File: src/sv/ssfl_pkg.sv
// Package for the slab slot free-list allocator: request, response, queue entry
// and configuration types, register indexes, state codes and small helpers.
// No dependencies.
package ssfl_pkg;

	localparam int unsigned MAX_SLOTS_DEF = 2048;
	localparam int ADDR_W = 32;
	localparam int SIZE_W = 16;
	localparam int CNT_W = 12;
	localparam int LIM_W = 17;
	localparam int CFG_IDX_W = 2;

	localparam logic [CFG_IDX_W-1:0] CFG_REGION_BASE = 2'd0;
	localparam logic [CFG_IDX_W-1:0] CFG_SLOT_SIZE = 2'd1;
	localparam logic [CFG_IDX_W-1:0] CFG_SLOT_COUNT = 2'd2;

	localparam logic REQ_ALLOC = 1'b0;
	localparam logic REQ_FREE = 1'b1;

	localparam logic [ADDR_W-1:0] BASE_RST = 32'd0;
	localparam logic [SIZE_W-1:0] SIZE_RST = 16'd64;
	localparam logic [CNT_W-1:0] COUNT_RST = 12'd1;

	typedef enum logic [1:0] {
		OP_ALLOC,
		OP_FREE,
		OP_REFUSE
	} op_t;

	typedef enum logic [2:0] {
		BK_IDLE,
		BK_MUL,
		BK_ADD,
		BK_DIV,
		BK_PUSH,
		BK_DONE
	} back_state_t;

	typedef struct packed {
		logic              req_type;
		logic [ADDR_W-1:0] free_address;
	} req_t;

	typedef struct packed {
		logic              granted;
		logic [ADDR_W-1:0] slot_address;
		logic [CNT_W-1:0]  in_use;
	} rsp_t;

	typedef struct packed {
		logic [ADDR_W-1:0] region_base;
		logic [SIZE_W-1:0] slot_size;
		logic [CNT_W-1:0]  slot_count;
	} cfg_t;

	typedef struct packed {
		op_t               op;
		logic [ADDR_W-1:0] diff;
	} cmd_t;

	function automatic logic [SIZE_W-1:0] eff_size(input logic [SIZE_W-1:0] size);
		return (size == '0) ? SIZE_W'(1) : size;
	endfunction

	function automatic logic [CNT_W-1:0] eff_count(input logic [CNT_W-1:0] cnt,
			input logic [LIM_W-1:0] lim);
		logic [LIM_W-1:0] c;
		c = LIM_W'(cnt);
		return (c < lim) ? cnt : lim[CNT_W-1:0];
	endfunction

endpackage

File: src/sv/ssfl_front.sv
// Front end: takes requests, range-checks frees against the slot region and
// queues classified commands. Two register stages. Depends on ssfl_pkg.
module ssfl_front
	import ssfl_pkg::*;
#(
	parameter int unsigned MAX_SLOTS = MAX_SLOTS_DEF
) (
	input  logic clk,
	input  logic arst_n,
	input  cfg_t cfg,
	input  logic req_valid,
	output logic req_stall,
	input  req_t req,
	output logic cmd_valid,
	input  logic cmd_ready,
	output cmd_t cmd
);

	logic              s1_v_q;
	logic              s2_v_q;
	req_t              req_s1;
	req_t              req_s2;
	logic [27:0]       prod_s2;
	logic              nz_s2;
	logic              s2_free;
	logic              s1_adv;
	logic              accept;
	logic [CNT_W-1:0]  n;
	logic [CNT_W-1:0]  nm1;
	logic [SIZE_W-1:0] esize;
	logic [ADDR_W:0]   last;
	logic              in_range;

	assign n = eff_count(cfg.slot_count, LIM_W'(MAX_SLOTS));
	assign nm1 = n - CNT_W'(1);
	assign esize = eff_size(cfg.slot_size);

	assign s2_free = !s2_v_q || cmd_ready;
	assign s1_adv = s1_v_q && s2_free;
	assign req_stall = s1_v_q && !s2_free;
	assign accept = req_valid && !req_stall;

	always_ff @(posedge clk or negedge arst_n) begin
		if (!arst_n) begin
			s1_v_q <= 1'b0;
			s2_v_q <= 1'b0;
		end else begin
			if (accept) begin
				s1_v_q <= 1'b1;
			end else if (s1_adv) begin
				s1_v_q <= 1'b0;
			end
			if (s1_adv) begin
				s2_v_q <= 1'b1;
			end else if (cmd_ready) begin
				s2_v_q <= 1'b0;
			end
		end
	end

	always_ff @(posedge clk) begin
		if (accept) begin
			req_s1 <= req;
		end
		if (s1_adv) begin
			req_s2 <= req_s1;
			prod_s2 <= 28'(nm1) * 28'(esize);
			nz_s2 <= (n != '0);
		end
	end

	assign last = (ADDR_W + 1)'(cfg.region_base) + (ADDR_W + 1)'(prod_s2);
	assign in_range = nz_s2 && (req_s2.free_address >= cfg.region_base)
		&& ((ADDR_W + 1)'(req_s2.free_address) <= last);

	always_comb begin
		cmd.diff = req_s2.free_address - cfg.region_base;
		priority if (req_s2.req_type == REQ_ALLOC) begin
			cmd.op = OP_ALLOC;
		end else if (in_range) begin
			cmd.op = OP_FREE;
		end else begin
			cmd.op = OP_REFUSE;
		end
	end

	assign cmd_valid = s2_v_q;

endmodule

File: config.mk
export PLATFORM = sky130hd
export DESIGN_NAME = ssfl_front
export DESIGN_NICKNAME = d
export VERILOG_FILES = /design/src/sv/ssfl_pkg.sv /design/src/sv/ssfl_front.sv
export SDC_FILE = /design/constraint.sdc
export NUM_CORES = 1
export LEC_CHECK = 0
export BUFFER_PORTS_ARGS = -buffer_cell sky130_fd_sc_hd__buf_2
export CAP_MARGIN = 20
export CORE_MARGIN = 10
export CORE_UTILIZATION = 57
export CTS_BUF_LIST = sky130_fd_sc_hd__clkbuf_2
export DETAILED_ROUTE_END_ITERATION = 10
export PLACE_DENSITY = 0.8
export SYNTH_ARGS = -nofsm -noshare
export SYNTH_HDL_FRONTEND = slang
export SYNTH_SLANG_ARGS = --single-unit
export TNS_END_PERCENT = 1
File: constraint.sdc
create_clock -name clk -period 4.8 [get_ports clk]
set_input_delay 0.72 -clock clk [delete_from_list [all_inputs] [get_ports clk]]
set_output_delay 0.72 -clock clk [all_outputs]
set_load 0.01 [all_outputs]
; Word level (Yosys, flattened, before mapping)
; Index checks and enable logic that the tools add are counted.
; Widths: inputs -> output; s select.
[classes]
n_reduce_logical = 13
magnitude_cmp = 3
muxes = 8
mul = 1
addsub = 3
[op_table]
columns = cell, n
row1 = $add 32x28->33, 1
row2 = $le 32x33->1, 1
row3 = $ge 32x32->1, 1
row4 = $sub 32x32->32, 1
row5 = $mul 12x16->28, 1
row6 = $logic_not 16->1, 1
row7 = $mux 16, 1
row8 = $lt 12x12->1 const B, 1
row9 = $mux 12, 1
row10 = $reduce_bool 12->1, 1
row11 = $sub 12x1->12 const B, 1
row12 = $logic_and 1x1->1, 5
row13 = $mux 1, 4
row14 = $mux 2, 2
row15 = $reduce_bool 2->1, 2
row16 = $logic_not 1->1, 3
row17 = $logic_or 1x1->1, 1
[word_totals]
input_bits = 97
ff_bits = 97
output_inout_bits = 36
word_cells = 36

; Depth between registers and ports, before layout
; Gate-level depths: netlist of the first run.
[logic_depth]
depth_word = 7
mapped_depth = 30
depth_no_buf = 27

; Least setup slack after synthesis of the first run
; No wires, ideal clock.
[synth_path]
path_type = input-to-reg
start = input cfg[11] in the netlist's numbering
end = register prod_s2[25] (data pin)
path_slack_ns = -2.692
arrival_time_ns = 7.227
setup_time_ns = 0.265
required_ns = 4.535
stages = 27
n_path_buf = 3
path_cell_list = inv_1 clkbuf_1 nand2_1 clkbuf_1 ha_1 o21ai_0 o21bai_1 o311ai_0 o21ai_0 clkbuf_1 and2_1 fa_1 inv_1 fa_1 inv_1 fa_1 fa_1 fa_1 ha_1 and4_1 o31ai_1 o21ai_1 or4_1 o2111ai_2 nor2b_1 o21ai_0 xor2_1
[synth_via]
elab_chain_cells = 4
[synth_rtl]
columns = element, line_no
row1 = from (decl), ssfl_front.sv:10  ; input cfg_t cfg,
row2 = $lt 12x12->1, ssfl_pkg.sv:69  ; return (c < lim) ? cnt : lim[CNT_W-1:0];
row3 = $mux 12 (*), ssfl_pkg.sv:69
row4 = $sub 12x1->12 (*), ssfl_front.sv:35  ; assign nm1 = n - CNT_W'(1);
row5 = $mul 12x16->28 (*), ssfl_front.sv:67  ; prod_s2 <= 28'(nm1) * 28'(esize);
row6 = to (signal assigned), ssfl_front.sv:67
row7 = to (decl), ssfl_front.sv:23  ; logic [27:0] prod_s2;
; Mark *: on every way between the ends. The rest lies on a longest branch, timed or not.
; A chain may end at the register's enable or synchronous reset.

; Final worst setup path of the first run
[layout_path]
start = input cfg[2] in the netlist's numbering
end = register prod_s2[25] (data pin)
; The elaborated chain is that of the path after synthesis.

==> results of run 1 <==
-- area by class of cell --
cell class	instances	area (µm²)	area share, %
Antenna cell	3	7.507	0.04565
Clock buffer	9	45.04	0.2739
Clock inverter	7	75.07	0.4565
Inverter	230	875.8	5.326
Multi-Input combinational cell	1054	9839	59.83
Sequential cell	97	2903	17.65
Tap cell	313	391.6	2.381
Timing Repair Buffer	346	2308	14.04
-- metrics by stage --
step | util (%) | power [mW] | setup slack (ns)
floorplan | - | 7.674 | -1.843
global placement | 70.37 | 10.23 | -2.090
detailed placement | 70.37 | 10.71 | -2.296
CTS | 71.69 | 11.49 | -1.296
global route | 72.20 | 12.92 | -1.493
finish | 72.20 | 11.78 | -1.359
-- worst max-delay path, stage by stage --
cell and delay (ns):
buf_2 0.12, nor3_4 0.20, nand2_2 0.08, or4_4 0.45
buf_4 0.16, nand3_2 0.09, buf_12 0.13, nand2_1 0.08
fa_1 0.52, inv_1 0.06, fa_1 0.56, fa_1 0.44
fa_1 0.50, inv_1 0.05, fa_1 0.53, inv_1 0.06
ha_4 0.24, a21oi_4 0.17, a21boi_2 0.08, a31oi_1 0.20
o21ai_1 0.12, or4_4 0.46, o2111ai_4 0.11, nor2b_1 0.15
o21ai_1 0.08, xor2_1 0.17
-- worst min path at each step --
stage / endpoint / slack, ns / cells after the start / start
detailed placement: req_s2[20]$_DFFE_PP_ / 0.41 / 0 / req_s1[20]$_DFFE_PP_
floorplan: req_s2[0]$_DFFE_PP_ / 0.40 / 0 / req_s1[0]$_DFFE_PP_
global route: req_s1[31]$_DFFE_PP_ / 0.22 / 1 / req[31]
CTS: req_s1[3]$_DFFE_PP_ / 0.26 / 1 / req[3]
global placement: req_s2[21]$_DFFE_PP_ / 0.40 / 0 / req_s1[21]$_DFFE_PP_
finish: req_s1[3]$_DFFE_PP_ / 0.29 / 1 / req[3]
-- synthesized netlist by cell type, drive strengths merged, types with 23 or more instances --
| library cell | count |
|---|---|
| nand2 | 150 |
| a21o | 44 |
| o21ai | 36 |
| nor3 | 23 |
| nor2 | 60 |
| clkbuf | 32 |
| nand2b | 26 |
| fa | 142 |
| inv | 230 |
| xor2 | 23 |
| a21oi | 84 |
| and2 | 65 |
| edfxtp | 95 |
| nand3 | 30 |
| xnor2 | 56 |
| ha | 159 |
-- per-layer routing --
layer / global-route usage (%) / up-vias
met4: 5.893 / 0
met2: 38.05 / 371
met1: 26.96 / 5388
li1: - / 5393
met5: 0 / -
met3: 2.156 / 53
-- state kept, by name, summed over array words and instances (netlist names) --
register	flops
req_s1	33
req_s2	33
prod_s2	28
cmd_valid	1
nz_s2	1
s1_v_q	1
-- logic make-up after synthesis --
logic type	Yosys count	synth area share [%]
adder cells (fa/ha/maj)	301	36.30
XOR/XNOR	79	5.197
buffers and inverters	263	7.434
multiplexers	4	0.3008
flip-flops	97	21.80
AO/OA/AOI/OAI	252	13.50
AND/OR/NAND/NOR	418	15.47
-- power breakdown --
part / switching [mW] / internal, mW
Combinational: 4.85 / 5.09
Clock: 0.297 / 0.0859
Sequential: 0.0693 / 1.39
-- what timing repair did --
| item | 4_1_cts | 5_1_grt |
|---|---|---|
| cloned | 0 | 0 |
| endpoints found under the hold margin | 2 | 0 |
| pin swaps | 27 | 16 |
| resized for setup | 27 | 14 |
| setup endpoints to repair | 22 | 22 |
| hold buffers | 1 | 0 |
| buffers inserted | 4 | 4 |
==> flow_summary.ini, run 1 <==
[pwr]
power_density_nw_per_um2 = 716.5
leakagePower_nw = 8.118
vdd_drop_max_uv = 565.9

[final_layout]
final_common_cell = inv_1
fillCellCount = 1608
final_nets = 2136
area_growth_pct = 23.53
fin_area_um2 = 16450
final_cell_count_no_fill = 2059
final_cell_mix = inv_1 (222), buf_4 (209), ha_1 (148), nand2_1 (144), fa_1 (139)
drive_gt1_share_pct = 26.22

[drt]
wirelength_met1_mm = 14.19
route.met2.wl_mm = 16.54
drtPass1Iterations = 5
drtIter0Drc = 849
viasPerCell = 5.442
drcViolationCount = 0
vias = 11210
dr_wl_met3_mm = 1.774
wl_per_cell_um = 16.10
wirelength_mm = 33.15
ant_nets = 0
top_layer_used = met4

[sta]
fin_crit_ns = 6.159
hold_violations = 0
fin_ws_ns = -1.359
tightest_slew_ns = 0.6016
drv_slew = 0
tns_ns = -18.79
slew_headroom_pct = 59.53
rsz0062_at_grt = yes
setup_viol = 20
max_freq_ghz = 0.1624
period_share_pct = 128.3
finClkSkew_ns = 0.03638
hold_slack_ns = 0.2924

[worst_hold_path]
hp-class = in2reg

[die]
num_rows = 55
fp.coreArea_um2 = 22780
start_util_pct = 58.45
die_w_um = 172.8
pin_count = 133
die_h_um = 172.8
fp.dieArea_um2 = 29870

[critical_path]
worst-r2r-setup-slack_ns = 2.84
cp_max_fo = 10
reg2reg_from = cmd_valid$_DFFE_PN0P_
crit_required_ns = 5.18
rr_endpoint = req_s2[21]$_DFFE_PP_
critPathKind = in2reg
crit_path_end_kind = register
crit_end = prod_s2[25]$_DFFE_PP_
r2r.worst_path.cells = 3
startpoint_type = input port
worstPathArrival_ns = 6.53
critPathLaunch = cfg[2]

[synthesis]
syn_area_um2 = 13310
synth_flop_cell = edfxtp_1
synth_cell_types = 77
async_reset_ff_share_pct = 2.062
synth_edf_count = 95
synth_seq_area_share_pct = 21.80
avgSynthCellArea_um2 = 9.415
syn-num-nets = 1812
yosysWarningCount = 0
netlist_instances = 1414
yosysTopAreaCellShare_pct = 21.43
yosysTopAreaCell = edfxtp_1
ys_top_cells_by_area = edfxtp_1 (21%), fa_1 (21%), ha_1 (15%)
ys_ff_latch = 97

[placement]
port_buffers = 132
globalplace.congestion = 0.9411
dp_hpwl_mm = 28.03
dpl-instance-area_um2 = 16030
dp_cells = 2031

[global_routing]
grt_pass1_wl_mm = 54.35
overflow = 0
antenna_found_initial = 2
track_usage_pct = 21.36
grt_max_degree = 42
first_global_vias = 11620

[clocking]
h-tree-depth = 3
clock_latency_ns = 0.57
cts.sinks = 97
clockRootBuffer = clkbuf_2
cts_tree = done
cts_made_buffers = 9
cts_buffer_depth = 2
cts.reportedPaths.clkPinSlew_ns = 0.29

[outcome]
status = complete, but fails checks
violations = negative setup slack

[job]
drv_cap = 0
No activity file was read; power rests on OpenSTA's default activity.
==> run 2, diff against run 1 <==
--- a/config.mk
+++ b/config.mk
@@ -8,10 +8,10 @@
 export BUFFER_PORTS_ARGS = -buffer_cell sky130_fd_sc_hd__buf_2
 export CAP_MARGIN = 20
 export CORE_MARGIN = 10
-export CORE_UTILIZATION = 57
+export CORE_UTILIZATION = 63
 export CTS_BUF_LIST = sky130_fd_sc_hd__clkbuf_2
 export DETAILED_ROUTE_END_ITERATION = 10
-export PLACE_DENSITY = 0.8
+export PLACE_DENSITY = 0.84
 export SYNTH_ARGS = -nofsm -noshare
 export SYNTH_HDL_FRONTEND = slang
 export SYNTH_SLANG_ARGS = --single-unit
==> constraint.sdc (replaced) <==
create_clock -name clk -period 6 [get_ports clk]
set_input_delay 0.9 -clock clk [delete_from_list [all_inputs] [get_ports clk]]
set_output_delay 0.9 -clock clk [all_outputs]
set_load 0.01 [all_outputs]
==> flow_summary.ini, run 2 (synthesized netlist as in run 1, its figures left out) <==
[outcome]
status = complete, but fails checks
violations = negative setup slack

[sta]
period_share_pct = 108.4
fin_crit_ns = 6.504
max_freq_ghz = 0.1538
hold_violations = 0
drv_slew = 0
finClkSkew_ns = 0.03564
slew_headroom_pct = 46.38
setup_viol = 8
rsz0062_at_grt = yes
hold_slack_ns = 0.4265
tightest_slew_ns = 0.8043
fin_ws_ns = -0.5040

[global_routing]
antenna_found_initial = 1
grt_max_degree = 63
first_global_vias = 11600
grt_pass1_wl_mm = 54.52
track_usage_pct = 24.41
overflow = 0

[clocking]
cts.sinks = 97
h-tree-depth = 3
cts_tree = done
cts.reportedPaths.clkPinSlew_ns = 0.27
cts_made_buffers = 9
clock_latency_ns = 0.57
cts_buffer_depth = 2
clockRootBuffer = clkbuf_2

[die]
die_w_um = 165.4
die_h_um = 165.4
start_util_pct = 63.73
fp.dieArea_um2 = 27350
num_rows = 53
fp.coreArea_um2 = 20890
pin_count = 133

[critical_path]
critPathKind = in2reg
crit_required_ns = 6.34
cp_max_fo = 8
crit_path_end_kind = register
worstPathArrival_ns = 6.84
startpoint_type = input port

[pwr]
vdd_drop_max_uv = 556.8
leakagePower_nw = 7.679
power_density_nw_per_um2 = 590.9

[drt]
viasPerCell = 5.625
drcViolationCount = 0
drtIter0Drc = 712
drtPass1Iterations = 7
wirelength_mm = 32.82
wl_per_cell_um = 16.98
vias = 10870
ant_nets = 0

[final_layout]
final_cell_mix = inv_1 (225), ha_1 (147), nand2_1 (142), fa_1 (139), buf_2 (131)
finish.utilization_pct = 75.07
area_growth_pct = 17.79
final_cell_count_no_fill = 1933
drive_gt1_share_pct = 22.09
top_regs = req_s1 (33), req_s2 (33), prod_s2 (28)
final_nets = 2050
final_common_cell = inv_1
fin_area_um2 = 15680

[placement]
dp_hpwl_mm = 28.10
globalplace.congestion = 0.8975
port_buffers = 132
dpl-instance-area_um2 = 15380
dp_cells = 1913

[worst_hold_path]
hp-class = reg2reg

[job]
drv_cap = 0
run 2: stage by stage:
step	total power, mW	worst slack, ns	TNS [ns]
5_1_grt	10.09	-0.6694	-4.384
6_report	9.266	-0.5040	-2.393
3_3_place_gp	7.883	-1.077	-10.25
3_5_place_dp	8.454	-1.305	-13.33
2_1_floorplan	6.139	-0.8225	-5.994
4_1_cts	9.029	-0.3270	-1.762
run 2: path summary, 6_finish.rpt:
check | startpoint | end | slack [ns] | cells past startpoint
max | cfg[2] | prod_s2[25]$_DFFE_PP_ | -0.50 | 25
min | req_s1[10]$_DFFE_PP_ | req_s2[10]$_DFFE_PP_ | 0.43 | 0
max reg2reg | cmd_valid$_DFFE_PN0P_ | prod_s2[20]$_DFFE_PP_ | 4.27 | 3
min reg2reg | req_s1[10]$_DFFE_PP_ | req_s2[10]$_DFFE_PP_ | 0.43 | 0
max in group asynchronous | arst_n | cmd_valid$_DFFE_PN0P_ | 5.31 | 2
min in group asynchronous | arst_n | cmd_valid$_DFFE_PN0P_ | 0.60 | 2
run 2: cell type report:
class | instances | area [µm²]
timing repair buffer | 260 | 1643
sequential | 97 | 2903
fill | 1432 | 5207
multi-input combinational | 1054 | 9809
clock inverter | 7 | 58.81
antenna | 1 | 2.502
inverter | 230 | 875.8
tap | 275 | 344.1
clock buffer | 9 | 45.04
run 2: per-layer routing:
layer	global-route usage, %	routed length, µm	vias to the layer above
met4	6.544	688	0
li1	-	-	5235
met1	29.75	13560	5255
met5	0	0	-
met3	2.553	1808	53
met2	44.87	16770	331
run 2: worst max-delay path, stage by stage:
cell and delay (ns):
buf_2 0.12, nor3_4 0.21, nand2_2 0.07, or4_4 0.44, nor2_4 0.11, xnor2_2 0.13, nand2_2 0.15, buf_4 0.17
and2_1 0.17, fa_1 0.52, fa_1 0.43, fa_1 0.46, fa_1 0.50, inv_1 0.05, fa_1 0.49, inv_2 0.05
ha_4 0.22, and4_1 0.18, o31ai_1 0.26, o21ai_1 0.14, or4_4 0.48, o2111ai_4 0.13, nor2b_4 0.19, o21ai_1 0.09
xor2_1 0.18
run 2: timing repair:
item / 4_1_cts / 5_1_grt
setup buffers: 1 / 1
resized for setup: 26 / 8
hold buffers: 0 / 1
pin swaps: 14 / 6
endpoints found under the setup margin: 13 / 13
hold endpoints to repair: 0 / 2
run 2: where the power goes:
part / total (mW) / internal (mW) / switching, mW
registers: 1.17 / 1.11 / 0.0593
clock network: 0.293 / 0.0641 / 0.229
logic: 7.80 / 3.82 / 3.97
total: 9.27 / 5.00 / 4.26
==> run 3, diff against run 2 <==
--- a/config.mk
+++ b/config.mk
@@ -5,13 +5,13 @@
 export SDC_FILE = /design/constraint.sdc
 export NUM_CORES = 1
 export LEC_CHECK = 0
-export BUFFER_PORTS_ARGS = -buffer_cell sky130_fd_sc_hd__buf_2
 export CAP_MARGIN = 20
 export CORE_MARGIN = 10
-export CORE_UTILIZATION = 63
+export CORE_UTILIZATION = 65
 export CTS_BUF_LIST = sky130_fd_sc_hd__clkbuf_2
 export DETAILED_ROUTE_END_ITERATION = 10
-export PLACE_DENSITY = 0.84
+export DONT_BUFFER_PORTS = 1
+export PLACE_DENSITY = 0.81
 export SYNTH_ARGS = -nofsm -noshare
 export SYNTH_HDL_FRONTEND = slang
 export SYNTH_SLANG_ARGS = --single-unit
==> flow_summary.ini, run 3 (synthesized netlist as in run 1, its figures left out) <==
[outcome]
status = complete, but fails checks
violations = negative setup slack

[placement]
globalplace.congestion = 0.8727
place_ws_ns = -1.117
dp_cells = 1741
port_buffers = 0
dp_hpwl_mm = 25.90
dpl-instance-area_um2 = 14440

[die]
fp.dieArea_um2 = 26600
die_h_um = 163.1
start_util_pct = 66.00
pin_count = 133
num_rows = 52
fp.coreArea_um2 = 20170
die_w_um = 163.1

[final_layout]
area_growth_pct = 11.07
top_regs = req_s1 (33), req_s2 (33), prod_s2 (28)
finish.utilization_pct = 73.31
drive_gt1_share_pct = 13.70
fin_area_um2 = 14790
final_nets = 1882
final_cell_mix = inv_1 (222), ha_1 (149), nand2_1 (142), fa_1 (139), edfxtp_1 (95)
final_common_cell = inv_1
final_cell_count_no_fill = 1760

[global_routing]
overflow = 0
grt_max_degree = 63
track_usage_pct = 23.09
grt_pass1_wl_mm = 50.89
antenna_found_initial = 1
first_global_vias = 10550

[critical_path]
worst-r2r-setup-slack_ns = 4.24
critPathKind = in2reg
rr_endpoint = req_s2[22]$_DFFE_PP_
startpoint_type = input port
worstPathArrival_ns = 6.61
crit_path_end_kind = register
reg2reg_from = cmd_valid$_DFFE_PN0P_
crit_required_ns = 6.32
cp_max_fo = 5
r2r.worst_path.cells = 3

[clocking]
cts_tree = done
h-tree-depth = 3
cts_buffer_depth = 2
clockRootBuffer = clkbuf_2
cts.reportedPaths.clkPinSlew_ns = 0.29
cts_made_buffers = 9
cts_setup_buffers = 0
clock_latency_ns = 0.55
cts.sinks = 97

[sta]
tightest_slew_ns = 0.7918
setup_viol = 6
max_freq_ghz = 0.1589
slew_headroom_pct = 47.21
fin_ws_ns = -0.2918
hold_violations = 0
period_share_pct = 104.9
fin_crit_ns = 6.292
rsz0062_at_grt = yes
drv_slew = 0
finClkSkew_ns = 0.04570

[drt]
ant_nets = 0
drcViolationCount = 0
top_layer_used = met4
wirelength_met1_mm = 12.87
dr_wl_met3_mm = 1.841
route.met2.wl_mm = 15.11
drtPass1Iterations = 5
wirelength_mm = 30.21
vias = 10100
viasPerCell = 5.736
wl_per_cell_um = 17.17
drtIter0Drc = 536

[pwr]
vdd_drop_max_uv = 617.2
leakagePower_nw = 7.006
power_density_nw_per_um2 = 588.7

[job]
drv_cap = 0

[worst_hold_path]
hp-class = in2reg
hp-start = req[6]
worstHoldEndpoint = req_s1[6]$_DFFE_PP_
min_path_cells = 0
[run 3: cell types whose count changed in the layout (fill, tap and decap cells not counted), moves of 3 or more]
cell	before	now
buf_2	131	0
buf_4	126	86
buf_6	1	4
inv_1	225	222
inv_2	4	7
o31ai_1	3	0
[run 3: per-stage QoR]
step | setup TNS (ns) | hold WS [ns] | power [mW]
detailed placement | -10.45 | 0.4045 | 8.043
global placement | -8.366 | 0.4016 | 7.706
global route | -2.652 | 0.3305 | 9.650
finish | -1.249 | 0.4149 | 8.704
CTS | -0.7417 | 0.3722 | 8.542
floorplan | -5.994 | 0.4003 | 6.139
[run 3: how the worst max path moves through the flow]
stage	endpoint	start
final	prod_s2[25]$_DFFE_PP_	cfg[3]
after global routing	prod_s2[25]$_DFFE_PP_	cfg[3]
after CTS	prod_s2[24]$_DFFE_PP_	cfg[2]
after detailed placement	prod_s2[25]$_DFFE_PP_	cfg[2]
after global placement	prod_s2[25]$_DFFE_PP_	cfg[2]
after floorplan	prod_s2[25]$_DFFE_PP_	cfg[11]
[run 3: routing by layer]
metal  GRT usage [%]  vias to the layer above
met1           29.78                     4868
met2           40.77                      305
met5               0                        -
met4           4.590                        0
met3           3.020                       29
li1                -                     4894
[run 3: worst max-delay path: stages]
cell       delay (ns)
nor3_4           0.18
nand2_2          0.08
or4_4            0.44
nor2_4           0.18
xnor2_4          0.19
nand2_4          0.12
and2_4           0.18
fa_1             0.52
fa_1             0.43
fa_1             0.49
fa_1             0.55
inv_1            0.05
fa_1             0.40
inv_1            0.11
ha_4             0.21
and4_1           0.21
o31ai_2          0.28
o21ai_2          0.10
or4_4            0.45
o2111ai_4        0.11
nor2b_2          0.17
o21ai_1          0.08
xor2_1           0.17
[run 3: timing repair]
action                                  CTS  global route
pin swaps                                22            16
endpoints found under the setup margin   11            12
hold buffers                              1             0
endpoints found under the hold margin     2             0
gates cloned                              1             0
resized for setup                        26            22
[run 3: area by class of cell]
type | instances | area, µm²
Multi-Input combinational cell | 1055 | 9852
Fill cell | 1435 | 5383
Sequential cell | 97 | 2903
Inverter | 230 | 875.8
Timing Repair Buffer | 91 | 700.7
Tap cell | 270 | 337.8
Clock inverter | 7 | 70.07
Clock buffer | 9 | 45.04
Antenna cell | 1 | 2.502
[run 3: power by group]
part | switching (mW) | internal, mW | total (mW)
Sequential | 0.0583 | 1.11 | 1.17
Clock | 0.233 | 0.0692 | 0.302
Combinational | 3.62 | 3.61 | 7.23
Total | 3.91 | 4.79 | 8.70
