**config.mk**
```make
export PLATFORM = sky130hd
export DESIGN_NAME = ssfl_queue
export DESIGN_NICKNAME = d
export VERILOG_FILES = /design/src/sv/ssfl_pkg.sv /design/src/sv/ssfl_queue.sv
export SDC_FILE = /design/constraint.sdc
export NUM_CORES = 1
export LEC_CHECK = 0
export BUFFER_PORTS_ARGS = -buffer_cell sky130_fd_sc_hd__buf_2
export CORE_UTILIZATION = 47
export DETAILED_ROUTE_END_ITERATION = 10
export GPL_TIMING_DRIVEN = 0
export HOLD_SLACK_MARGIN = 0.02
export PLACE_DENSITY = 0.85
export SLEW_MARGIN = 40
export SYNTH_ARGS = -nofsm -noshare
export SYNTH_HDL_FRONTEND = slang
export SYNTH_SLANG_ARGS = --single-unit
export TNS_END_PERCENT = 1
```
**constraint.sdc**
```tcl
create_clock -name clk -period 2.2 [get_ports clk]
set_input_delay 0 -clock clk [delete_from_list [all_inputs] [get_ports clk]]
set_output_delay 0 -clock clk [all_outputs]
set_load 0.01 [all_outputs]
```
**src/sv/ssfl_pkg.sv**
```systemverilog
// Package for the slab slot free-list allocator: request, response, queue entry
// and configuration types, register indexes, state codes and small helpers.
// No dependencies.
package ssfl_pkg;

	localparam int unsigned MAX_SLOTS_DEF = 2048;
	localparam int ADDR_W = 32;
	localparam int SIZE_W = 16;
	localparam int CNT_W = 12;
	localparam int LIM_W = 17;
	localparam int CFG_IDX_W = 2;

	localparam logic [CFG_IDX_W-1:0] CFG_REGION_BASE = 2'd0;
	localparam logic [CFG_IDX_W-1:0] CFG_SLOT_SIZE = 2'd1;
	localparam logic [CFG_IDX_W-1:0] CFG_SLOT_COUNT = 2'd2;

	localparam logic REQ_ALLOC = 1'b0;
	localparam logic REQ_FREE = 1'b1;

	localparam logic [ADDR_W-1:0] BASE_RST = 32'd0;
	localparam logic [SIZE_W-1:0] SIZE_RST = 16'd64;
	localparam logic [CNT_W-1:0] COUNT_RST = 12'd1;

	typedef enum logic [1:0] {
		OP_ALLOC,
		OP_FREE,
		OP_REFUSE
	} op_t;

	typedef enum logic [2:0] {
		BK_IDLE,
		BK_MUL,
		BK_ADD,
		BK_DIV,
		BK_PUSH,
		BK_DONE
	} back_state_t;

	typedef struct packed {
		logic              req_type;
		logic [ADDR_W-1:0] free_address;
	} req_t;

	typedef struct packed {
		logic              granted;
		logic [ADDR_W-1:0] slot_address;
		logic [CNT_W-1:0]  in_use;
	} rsp_t;

	typedef struct packed {
		logic [ADDR_W-1:0] region_base;
		logic [SIZE_W-1:0] slot_size;
		logic [CNT_W-1:0]  slot_count;
	} cfg_t;

	typedef struct packed {
		op_t               op;
		logic [ADDR_W-1:0] diff;
	} cmd_t;

	function automatic logic [SIZE_W-1:0] eff_size(input logic [SIZE_W-1:0] size);
		return (size == '0) ? SIZE_W'(1) : size;
	endfunction

	function automatic logic [CNT_W-1:0] eff_count(input logic [CNT_W-1:0] cnt,
			input logic [LIM_W-1:0] lim);
		logic [LIM_W-1:0] c;
		c = LIM_W'(cnt);
		return (c < lim) ? cnt : lim[CNT_W-1:0];
	endfunction

endpackage

```
**src/sv/ssfl_queue.sv**
```systemverilog
// Two-entry command queue between the classifying front and the executing back.
// Depends on ssfl_pkg.
module ssfl_queue
	import ssfl_pkg::*;
(
	input  logic clk,
	input  logic arst_n,
	input  logic push_valid,
	output logic push_ready,
	input  cmd_t push_cmd,
	output logic pop_valid,
	input  logic pop,
	output cmd_t pop_cmd
);

	cmd_t       mem_q [2];
	logic       wr_ptr_q;
	logic       rd_ptr_q;
	logic [1:0] fill_q;
	logic       do_push;

	assign push_ready = (fill_q != 2'd2);
	assign pop_valid = (fill_q != 2'd0);
	assign pop_cmd = mem_q[rd_ptr_q];
	assign do_push = push_valid && push_ready;

	always_ff @(posedge clk or negedge arst_n) begin
		if (!arst_n) begin
			wr_ptr_q <= 1'b0;
			rd_ptr_q <= 1'b0;
			fill_q <= 2'd0;
		end else begin
			if (do_push) begin
				wr_ptr_q <= !wr_ptr_q;
			end
			if (pop) begin
				rd_ptr_q <= !rd_ptr_q;
			end
			if (do_push && !pop) begin
				fill_q <= fill_q + 2'd1;
			end else if (pop && !do_push) begin
				fill_q <= fill_q - 2'd1;
			end
		end
	end

	always_ff @(posedge clk) begin
		if (do_push) begin
			mem_q[wr_ptr_q] <= push_cmd;
		end
	end

endmodule

```
Yosys cells after proc, flatten, opt, wreduce, memory -nomap -nowiden
Memories as Yosys holds them, arrays and structs flattened.
Index checks and enable logic that the tools add are counted.
{"block": "op_classes", "add_sub_neg": 2, "eq_ne": 1, "muxes": 4, "reduce_logical": 9}
{"cell": "1-bit zero test", "n": 4}
{"cell": "2-bit 2-to-1 mux", "n": 2}
{"cell": "2-bit nonzero test", "n": 2}
{"cell": "1-bit logical AND", "n": 3}
{"cell": "2-bit by 1-bit adder with 2-bit output (second input constant)", "n": 1}
{"cell": "1-bit 2-to-1 mux", "n": 2}
{"cell": "2-bit != test (second input constant)", "n": 1}
{"cell": "2-bit by 1-bit subtractor with 2-bit output (second input constant)", "n": 1}
{"block": "totals", "input_bits": 38, "ff_bits": 4, "mem_bits_rw": 68, "out_inout_bits": 36, "word_cells": 20, "n_memories": 1}
{"name": "mem_q", "depth": 2, "width": 34, "read_ports": 1, "rd_clocked_by_memory_dff": 0, "write_ports": 1, "line": "ssfl_queue.sv:16", "text": "cmd_t mem_q [2];"}

Logic depth before layout (Yosys ltp)
Gate-level depths: netlist of run 1.
{"block": "logic_depth", "ltp_word": 6, "mapped_depth": 7}

Worst setup path after synthesis of run 1
OpenSTA, ideal clock, no wires.
{"block": "synth_timing", "path_kind": "register to register", "start": "register fill_q[0]", "end": "memory mem_q[0][0] (netlist name) (enable)", "stages_incl_launch_ff": 4, "period_less_slack_ns": 2.562, "path_buffers": 0, "arrival_time_ns": 2.137, "path_slack_ns": -0.362, "setup_time_ns": 0.425, "cell_sequence": "dfrtp_1 > nand2b_1 > nand2_1 > nor2_1"}
{"block": "synth_between", "elab_chain_cells": 4}
{"item": "start, declared", "line": "ssfl_queue.sv:19", "text": "logic [1:0] fill_q;"}
{"item": "start signal, assigned", "line": "ssfl_queue.sv:40", "text": "fill_q <= fill_q + 2'd1;"}
{"item": "start signal, assigned", "line": "ssfl_queue.sv:42", "text": "fill_q <= fill_q - 2'd1;"}
{"item": "2-bit != test", "line": "ssfl_queue.sv:22", "text": "assign push_ready = (fill_q != 2'd2);"}
{"item": "via push_ready", "line": "ssfl_queue.sv:9", "text": "output logic push_ready,"}
{"item": "1-bit logical AND", "line": "ssfl_queue.sv:25", "text": "assign do_push = push_valid && push_ready;"}
{"item": "1-bit 2-to-1 mux", "line": "ssfl_queue.sv:48", "text": "if (do_push) begin"}
{"item": "1-bit 2-to-1 mux (implied by the code)", "line": "ssfl_queue.sv:49", "text": "mem_q[wr_ptr_q] <= push_cmd;"}
{"item": "end, declared", "line": "ssfl_queue.sv:16"}
The timed path passes the listed nets, and every way through them passes these cells.

Final worst setup path of run 1
{"block": "layout_timing", "start": "register fill_q[0]", "end": "memory mem_q[0][13] (netlist name) (enable)"}
{"block": "layout_between", "elab_chain_cells": 4}
{"item": "2-bit != test", "line": "ssfl_queue.sv:22"}
{"item": "1-bit logical AND", "line": "ssfl_queue.sv:25"}
{"item": "1-bit 2-to-1 mux", "line": "ssfl_queue.sv:48"}
{"item": "1-bit 2-to-1 mux (implied by the code)", "line": "ssfl_queue.sv:49"}
No other way between the ends.

==> flow_summary.json, run 1 <==
{
  "run_status": "finished, final reports clean",
  "floorplan.die_area_um2": 6268,
  "finalSetupViolations": 0,
  "timing.final.crit_share_pct": 76.83,
  "routed_wire_length_per_instance_um": 15.18,
  "post_synth_main_area_contributors": "edfxtp_1 73%, mux2_4 16%, dfrtp_1 3.6%",
  "path_cells": "nand2b_1, nand2_1, nor2_4, buf_8, buf_8",
  "route.met3.wl_um": 199,
  "power.ir.vdd_worst_uv": 750.9,
  "maxCapViolCount": 0,
  "synth_fp_nets": 163,
  "worstRegToRegCells": 5,
  "post_route_cells_drive_above_1_share_pct": 50.79,
  "crit_path_max_fanout": 14,
  "effective_utilization_at_floorplan_pct": 49.91,
  "layout.core_utilization_pct": 68.43,
  "hold-path-endpoint": "wr_ptr_q",
  "io_pins": 74,
  "final.setup.tns_ns": 0,
  "ys_seq_area_share_pct": 76.53,
  "globalRoute.totalOverflow": 0,
  "yosys_most_used_dff": "edfxtp_1",
  "cts_max_level": 3,
  "synth_area_leader_cell": "edfxtp_1",
  "insertion_delay_ns": 0.33,
  "hold_path.class": "in2reg",
  "class_of_the_most_critical_setup_path": "reg2reg",
  "grt_pass1_wl_um": 7603,
  "hold-path-cell-count": 3,
  "reg2reg_from": "fill_q[0]",
  "grt_pass1_vias": 1597,
  "async_reset_ff_share_pct": 5.556,
  "fin_skew_ns": 0.005025,
  "timing.critical_path.required_ns": 2.24,
  "final.setup.worst_slack_ns": 0.5097,
  "critical_path.max_stage_delay_ns": 0.41,
  "yosys_register_bits": 72,
  "worst_margin_pin_slew_ns": 0.3315,
  "placementRows": 27,
  "crit_path_frequent_cell": "buf_8",
  "power.leakage_nw": 1.569,
  "postRouteWirelength_um": 4917,
  "synth_common_cells": "68 x edfxtp_1, 29 x mux2_4, 5 x mux2_2, 4 x dfrtp_1",
  "hpwl_um": 3332,
  "rsz0062_at_grt": "no",
  "hold_violations": 0,
  "post_synth.cell_area_avg_um2": 22.57,
  "synth_enable_flop_cells": 68,
  "relSlewSlack_pct": 77.85,
  "via_total_after_detailed_routing": 1558,
  "cp_top_family": "simple AND/OR/NAND/NOR gates",
  "max_freq_ghz": 0.5916,
  "synth.yosys.warnings": 0,
  "wl_met1_um": 1863,
  "dr.pass1.iters": 4,
  "post-cts-setup-buffer-count": 0,
  "antenna_found_initial": 0,
  "clock-sinks": 72,
  "post_cts_resize_count": 0,
  "final-max-slew-violation-count": 0,
  "placement.io_buffers": 73,
  "synthDominantCellAreaShare_pct": 72.95,
  "maxUsedRoutingLayer": "met4",
  "detail_route.iter0.violations": 31,
  "dpl.cell_count": 273,
  "reg2reg_setup_slack_ns": 0.51,
  "synthMostInstantiatedCell": "edfxtp_1",
  "hold_start": "push_valid",
  "syn_inst": 124,
  "clk_pin_slew_ns": 0.06,
  "pwr_density_cell_nw_per_um2": 1174,
  "core_region_area_um2": 5608,
  "fin_crit_period_ns": 1.690,
  "antenna_violating_nets_post_route": 0,
  "detailedPlace.worstSlack_ns": 0.4922,
  "detailroute.wirelength.met2_um": 2757,
  "ys_types": 15,
  "critical_path.endpoint_type": "flip-flop",
  "number_of_standard_cells_in_the_final_layout_excluding_fillers": 324,
  "hold-worst-slack_ns": 0.03976,
  "nets": 288,
  "largest_net_degree_at_the_start_of_global_routing": 15,
  "critical_path.slowest_cell": "dfrtp_1",
  "worstReg2RegEnd": "mem_q[0][13]",
  "gp_congestion": 0.6934,
  "die_width_um": 79.17,
  "floorplan.die.height_um": 79.17,
  "cp_num_buf_inv": 2,
  "post_drt_via_cell_ratio": 4.809,
  "cts-root-to-sink-buffers": 2,
  "cts_tree": "done",
  "flow.area_growth_from_synthesis_pct": 37.10,
  "remaining_design_rule_violation_count": 0,
  "grt_util_all_layers_pct": 17.38,
  "critPathArrivalTime_ns": 1.73,
  "tritoncts.num_buffers": 9,
  "n_antenna_cell": 0,
  "mappedNetlistArea_um2": 2799,
  "cp-start-kind": "flip-flop",
  "root_buffer": "clkbuf_8"
}
worst max-delay path by stage:
stage / end / cells past startpoint / from
final: mem_q[0][13] / 5 / fill_q[0]
after global routing: mem_q[0][9] / 5 / fill_q[0]
after CTS: mem_q[0][11] / 5 / fill_q[0]
after detailed placement: mem_q[0][2] / 5 / fill_q[0]
after global placement: mem_q[0][2] / 3 / fill_q[0]
after floorplan: mem_q[0][0] / 3 / fill_q[0]
stage by stage:
step / instance area [um2] / total power [mW]
5_1_grt: 3837 / 4.748
3_3_place_gp: 3257 / 3.586
3_5_place_dp: 3323 / 3.708
6_report: 3837 / 4.506
4_1_cts: 3837 / 4.563
2_1_floorplan: 2801 / 3.133
logic make-up after synthesis:
logic type	count (synthesis)	share of synthesized area (%)
DFF	72	76.53
xor gates and xnor gates	5	1.565
adders and majority gates	1	0.4470
muxes	34	17.57
and+or+nand+nor	6	1.073
buffers and inverters	6	2.816
report_power, final:
part           leakage (nW)  internal, mW  switching, mW
clock                0.0737         0.392          0.415
sequential            0.678          1.88          0.102
combinational         0.817         0.947          0.773
total                  1.57          3.22           1.29
worst reg2reg max path, stage by stage, from the launching register on:
cell	delay, ns
dfrtp_1	0.41
nand2b_1	0.16
nand2_1	0.13
nor2_4	0.30
buf_8	0.22
buf_8	0.17
layout by cell type (no fill, tap or decap), drive strengths merged:
master / synthesis / layout
and3: 1 / 1
or2: 1 / 1
mux2: 34 / 34
edfxtp: 68 / 68
xnor2: 2 / 2
dlygate4sd3: 0 / 37
nand2b: 1 / 1
nand2: 1 / 1
buf: 4 / 81
xor2: 3 / 3
inv: 2 / 2
nor2: 2 / 2
ha: 1 / 1
dfrtp: 4 / 4
clkbuf: 0 / 12
clkinv: 0 / 2
cell type report:
class / count / area, um2
clock inverters: 2 / 8.758
clock buffers: 12 / 135.1
plain buffers: 4 / 71.32
repair buffers: 114 / 795.8
multi-input cells: 46 / 586.8
well taps: 72 / 90.09
inverters: 2 / 7.507
flip-flops and latches: 72 / 2142
fillers: 408 / 1770
sequential cells by signal, summed over array words and instances, names as in the netlist:
| name | flops |
|---|---|
| mem_q | 68 |
| fill_q | 2 |
| rd_ptr_q | 1 |
| wr_ptr_q | 1 |
timing repair:
| action | CTS | global route |
|---|---|---|
| hold endpoints to repair | 73 | 0 |
| hold buffers | 37 | 0 |
| endpoints found under the setup margin | 0 | 0 |
metal layers:
layer / GRT usage [%] / vias to the layer above
met4: 9.818 / 0
met2: 31.29 / 49
met3: 4.598 / 10
met1: 18.21 / 773
met5: 0 / -
li1: - / 726
Note: power is estimated with default switching activity, not from simulation.
==> run 2: changes to the inputs <==
Settings changed: ABC_AREA set to 1.
Clock period 2.2 ns to 1.45 ns, I/O delays scaled along.
==> run 2 against run 1 <==
- synthesized cell count increased by 6.5%
- die area rose by 0.57%
- worst hold slack better by 0.34 ns
- area after synthesis grew 0.58%
- count of clock-buffer cells in the layout shrank 2
- power rose by 83%
==> flow_summary.json, run 2 <==
{
  "flow.area_growth_from_synthesis_pct": 51.33,
  "pwr_density_cell_nw_per_um2": 1933,
  "post_route_cell_area_um2": 4260,
  "async_reset_ff_share_pct": 5.556,
  "timing.final.crit_share_pct": 100.0,
  "io_pins": 74,
  "antenna_violating_nets_post_route": 0,
  "gp_congestion": 0.6440,
  "hold-worst-slack_ns": 0.3779,
  "max_freq_ghz": 0.6897,
  "largest_register_ffs": 68,
  "power.ir.vdd_worst_uv": 1121,
  "hold_path.class": "in2reg",
  "max_flop_register": "mem_q",
  "core_region_area_um2": 5642,
  "multi_input_area_um2": 618.1,
  "fin_total_pwr_mw": 8.236,
  "num-fill-cells": 340,
  "grt_util_all_layers_pct": 18.10,
  "worst_margin_pin_slew_ns": 0.2521,
  "post_synth_main_area_contributors": "edfxtp_1 73%, mux2_4 15%, dfrtp_1 3.6%",
  "ys_types": 14,
  "post_drt_via_cell_ratio": 4.709,
  "synth.yosys.warnings": 0,
  "final.setup.worst_slack_ns": 0.00004086,
  "postRouteWirelength_um": 5265,
  "crit_path_max_fanout": 10,
  "die_width_um": 79.40,
  "hold_violations": 0,
  "via_total_after_detailed_routing": 1620,
  "synth_enable_flop_cells": 68,
  "wl_met1_um": 1960,
  "synth_fp_nets": 171,
  "yosys_most_used_dff": "edfxtp_1",
  "placementRows": 27,
  "mappedNetlistArea_um2": 2815,
  "detailroute.wirelength.met2_um": 2973,
  "grt_pass1_wl_um": 7893,
  "critPathArrivalTime_ns": 1.45,
  "layout.core_utilization_pct": 75.52,
  "yosys_register_bits": 72,
  "largest_net_degree_at_the_start_of_global_routing": 19,
  "grt_pass1_vias": 1692,
  "dr.pass1.iters": 4,
  "tritoncts.num_buffers": 9,
  "synthMostInstantiatedCell": "edfxtp_1",
  "fin_skew_ns": 0.003335,
  "hpwl_um": 3035,
  "root_buffer": "clkbuf_8",
  "class_of_the_most_critical_setup_path": "reg2out",
  "synthDominantCellAreaShare_pct": 72.53,
  "rsz0062_at_grt": "yes",
  "n_antenna_cell": 0,
  "run_status": "finished, final reports clean",
  "placement.io_buffers": 73,
  "syn_inst": 132,
  "nets": 306,
  "globalRoute.totalOverflow": 0,
  "mostFrequentLayoutCells": "68 x edfxtp_1, 44 x buf_2, 38 x dlygate4sd3_1",
  "synth_common_cells": "68 x edfxtp_1, 29 x mux2_4, 7 x inv_1, 7 x nand2_1, 5 x mux2_2",
  "detail_route.iter0.violations": 49,
  "floorplan.die.height_um": 79.40,
  "fin_crit_period_ns": 1.450,
  "clk_pin_slew_ns": 0.07,
  "remaining_design_rule_violation_count": 0,
  "synth_area_leader_cell": "edfxtp_1",
  "maxCapViolCount": 0,
  "finalSetupViolations": 0,
  "cts-root-to-sink-buffers": 2,
  "post_dp_cell_area_um2": 3356,
  "clock-sinks": 72,
  "maxUsedRoutingLayer": "met4",
  "most_common_cell_after_layout_fill_and_taps_aside": "edfxtp_1",
  "ys_seq_area_share_pct": 76.09,
  "cts_tree": "done",
  "cp-start-kind": "flip-flop",
  "post_synth.cell_area_avg_um2": 21.33,
  "post_route_cells_drive_above_1_share_pct": 53.31,
  "critical_path.endpoint_type": "output port",
  "final-max-slew-violation-count": 0,
  "reg.largest.list": "mem_q: 68 flops, fill_q: 2 flops",
  "insertion_delay_ns": 0.34,
  "route.met3.wl_um": 213,
  "relSlewSlack_pct": 83.15,
  "floorplan.die_area_um2": 6304,
  "power.leakage_nw": 1.764,
  "final-seq-area_um2": 2142,
  "antenna_found_initial": 0,
  "timing.critical_path.required_ns": 1.45,
  "effective_utilization_at_floorplan_pct": 49.90,
  "detailedPlace.worstSlack_ns": -0.1967,
  "cts_max_level": 3,
  "routed_wire_length_per_instance_um": 15.31
}
run 2: cell count changes in the layout (fill, tap and decap cells not counted), moves of 3 or more:
| cell | before | now |
|---|---|---|
| buf_2 | 73 | 44 |
| buf_6 | 1 | 30 |
| buf_4 | 0 | 10 |
| buf_8 | 4 | 0 |
| nand2_1 | 1 | 5 |
| bufinv_16 | 0 | 3 |
| inv_1 | 2 | 5 |
run 2: final timing paths:
kind | from | to | slack (ns) | depth (start not counted)
worst max-delay path | rd_ptr_q | pop_cmd[17] | 0.00004 | 4
worst min-delay path | push_cmd[16] | mem_q[1][16] | 0.38 | 2
worst max register to register | fill_q[1] | mem_q[0][11] | 0.09 | 4
worst min register to register | fill_q[1] | fill_q[1] | 0.57 | 2
max in group asynchronous | arst_n | rd_ptr_q | 0.73 | 3
min in group asynchronous | arst_n | fill_q[1] | 0.56 | 3
run 2: cell type report:
type | count | share of cell area [%]
Tap cell | 72 | 2.115
Sequential cell | 72 | 50.28
Multi-Input combinational cell | 49 | 14.51
Buffer | 4 | 1.674
Timing Repair Buffer | 124 | 25.29
Clock buffer | 10 | 2.996
Inverter | 7 | 0.6167
Clock inverter | 6 | 2.526
run 2: cell families after synthesis:
group	count (synthesis)	share of synthesized area, %
flip-flops	72	76.09
multiplexers	34	17.47
buffers and inverters	11	3.467
AND/OR/NAND/NOR	11	1.600
XOR/XNOR	3	0.9335
adder cells (fa/ha/maj)	1	0.4444
run 2: critical path, cell delays in order (launching register included):
cell     delay (ns)
dfrtp_1        0.37
buf_6          0.15
buf_12         0.15
mux2_4         0.29
buf_2          0.14
run 2: where the power goes:
group          leakage (nW)  switching (mW)  internal [mW]
registers             0.680           0.150           2.84
logic                 0.966            1.39           2.02
clock network         0.118           0.699           1.14
total                  1.76            2.24           6.00
run 2: metal layers:
metal / up-vias / GRT usage [%]
met2: 55 / 33.45
li1: 768 / -
met3: 10 / 5.486
met5: - / 0
met4: 0 / 9.818
met1: 787 / 17.93
run 2: per-stage QoR:
| step | cells | setup TNS, ns |
|---|---|---|
| floorplan | 132 | -5.373 |
| global placement | 277 | -23.45 |
| detailed placement | 279 | -7.922 |
| CTS | 334 | -3.404 |
| global route | 344 | -1.087 |
| finish | 344 | 0 |
run 2: repair_timing:
action | 4_1_cts | 5_1_grt
setup endpoints to repair | 97 | 64
buffers inserted | 1 | 10
hold buffers | 38 | 0
pin swaps | 4 | 1
cloned | 0 | 0
hold endpoints to repair | 74 | 0
gates resized for setup | 28 | 3
==> run 3: changes to the inputs <==
Settings changed: CAP_MARGIN set to 20, SETUP_SLACK_MARGIN set to 0.4.
==> run 3 against run 2 <==
- flip-flop and latch count stayed put
- design area increased by 0.88%
- non-clock buffer count fell by 7
- via count fell by 0.68%
- first-iteration DRC count increased by 31%
- final cell count is 2.0% lower
- global-route usage up 0.45 points
- register-to-register slack about the same
- sequential share of layout area fell by 0.44 points
- clock power barely moved
- fmax up 0.78%
- die area did not move
- critical path type unchanged
- highest routed layer unchanged
==> flow_summary.json, run 3 (synthesized netlist as in run 2, its figures left out) <==
{
  "run_status": "finished, final reports clean",
  "critPathArrivalTime_ns": 1.44,
  "largest_register_ffs": 68,
  "reg2reg_from": "fill_q[0]",
  "insertion_delay_ns": 0.34,
  "hold_violations": 0,
  "reg.largest.list": "mem_q: 68 flops, fill_q: 2 flops",
  "finalSetupViolations": 0,
  "routed_wire_length_per_instance_um": 15.69,
  "mostFrequentLayoutCells": "68 x edfxtp_1, 39 x buf_2, 38 x dlygate4sd3_1",
  "layout.core_utilization_pct": 76.18,
  "cts_max_level": 3,
  "effective_utilization_at_floorplan_pct": 49.90,
  "critical_path.slowest_cell": "dfrtp_1",
  "postRouteWirelength_um": 5287,
  "grt_pass1_wl_um": 8162,
  "grt_util_all_layers_pct": 18.55,
  "max_freq_ghz": 0.6950,
  "worst_margin_pin_slew_ns": 0.1868,
  "tritoncts.num_buffers": 9,
  "die_width_um": 79.40,
  "final.setup.worst_slack_ns": 0.01121,
  "cts_tree": "done",
  "globalRoute.totalOverflow": 0,
  "clock-sinks": 72,
  "fin_crit_period_ns": 1.439,
  "cp_num_buf_inv": 3,
  "cp-start-kind": "flip-flop",
  "class_of_the_most_critical_setup_path": "reg2out",
  "critical_path.max_stage_delay_ns": 0.37,
  "dpl.cell_count": 279,
  "timing.final.crit_share_pct": 99.23,
  "relSlewSlack_pct": 87.50,
  "detailedPlace.worstSlack_ns": -0.1967,
  "largest_net_degree_at_the_start_of_global_routing": 19,
  "num-fill-cells": 338,
  "post_drt_via_cell_ratio": 4.774,
  "power.ir.vdd_worst_uv": 1145,
  "hold_path.class": "in2reg",
  "n_antenna_cell": 0,
  "fin_skew_ns": 0.005774,
  "hold-path-cell-count": 2,
  "worstRegToRegCells": 5,
  "clk_pin_slew_ns": 0.07,
  "hpwl_um": 3035,
  "grt_pass1_vias": 1720,
  "antenna_found_initial": 0,
  "worstReg2RegEnd": "mem_q[0][26]",
  "hold-path-endpoint": "mem_q[1][16]",
  "placement.io_buffers": 73,
  "power.leakage_nw": 1.770,
  "nets": 299,
  "antenna_violating_nets_post_route": 0,
  "floorplan.die.height_um": 79.40,
  "reg2reg_setup_slack_ns": 0.09,
  "max_flop_register": "mem_q",
  "via_total_after_detailed_routing": 1609,
  "critical_path.endpoint_type": "output port",
  "placementRows": 27,
  "number_of_standard_cells_in_the_final_layout_excluding_fillers": 337,
  "remaining_design_rule_violation_count": 0,
  "core_region_area_um2": 5642,
  "fin_total_pwr_mw": 8.353,
  "final-max-slew-violation-count": 0,
  "maxCapViolCount": 0,
  "final.setup.tns_ns": 0,
  "gp_congestion": 0.6440,
  "root_buffer": "clkbuf_8",
  "most_common_cell_after_layout_fill_and_taps_aside": "edfxtp_1",
  "path_cells": "buf_6, buf_12, mux2_4, buf_2",
  "flow.area_growth_from_synthesis_pct": 52.67,
  "critical_path_origin": "rd_ptr_q",
  "pwr_density_cell_nw_per_um2": 1943,
  "hold_start": "push_cmd[16]",
  "detail_route.iter0.violations": 64,
  "rsz0062_at_grt": "yes",
  "io_pins": 74,
  "dr.pass1.iters": 4,
  "cts-root-to-sink-buffers": 2,
  "timing.critical_path.required_ns": 1.45,
  "cp_top_family": "buffers and inverters",
  "crit_path_max_fanout": 10,
  "floorplan.die_area_um2": 6304,
  "post_route_cells_drive_above_1_share_pct": 53.21
}
[run 3: through the flow]
stage / hold slack (ns) / instance area (um2)
after detailed placement: -0.1904 / 3356
after global routing: 0.3704 / 4298
after global placement: -0.1907 / 3301
final: 0.3749 / 4298
after floorplan: -0.2956 / 2845
after CTS: 0.3570 / 4283
[run 3: how the worst max path moves through the flow]
stage / endpoint / slack, ns / cells after the start
2_1_floorplan: mem_q[0][0] / -0.09 / 4
3_3_place_gp: mem_q[0][7] / -0.36 / 4
3_5_place_dp: mem_q[0][0] / -0.20 / 5
4_1_cts: pop_cmd[17] / -0.01 / 4
5_1_grt: pop_cmd[17] / -0.03 / 4
6_report: pop_cmd[17] / 0.01 / 4
[run 3: routing by layer]
layer / GRT usage (%) / wire length (um) / vias to the layer above
li1: - / - / 754
met1: 19.24 / 2014 / 794
met2: 33.79 / 2990 / 53
met3: 4.800 / 208 / 8
met4: 10.36 / 72 / 0
met5: 0 / 0 / -
[run 3: report_power, final]
group | total [mW] | switching [mW] | internal (mW)
Sequential | 3.00 | 0.160 | 2.84
Clock | 1.84 | 0.707 | 1.14
Combinational | 3.50 | 1.41 | 2.09
[run 3: timing repair]
action	4_1_cts	5_1_grt
endpoints found under the hold margin	74	0
hold buffers	38	0
gates resized for setup	45	7
endpoints found under the setup margin	106	106
pin swaps	8	6
buffers inserted	4	0
[run 3: worst reg2reg max path: stages (launching register included)]
cell and delay, ns:
dfrtp_1 0.40, inv_2 0.09, nand2_4 0.10, nand2_8 0.08
nor2_4 0.18, clkbuf_16 0.22
[run 3: area by class of cell]
type / count / area [um2] / area share [%]
clock inverter: 6 / 107.6 / 2.504
timing repair buffer: 117 / 1075 / 25.01
multi-input combinational: 49 / 653.1 / 15.20
tap: 72 / 90.09 / 2.096
sequential: 72 / 2142 / 49.84
buffer: 4 / 71.32 / 1.659
clock buffer: 10 / 127.6 / 2.969
inverter: 7 / 31.28 / 0.7278
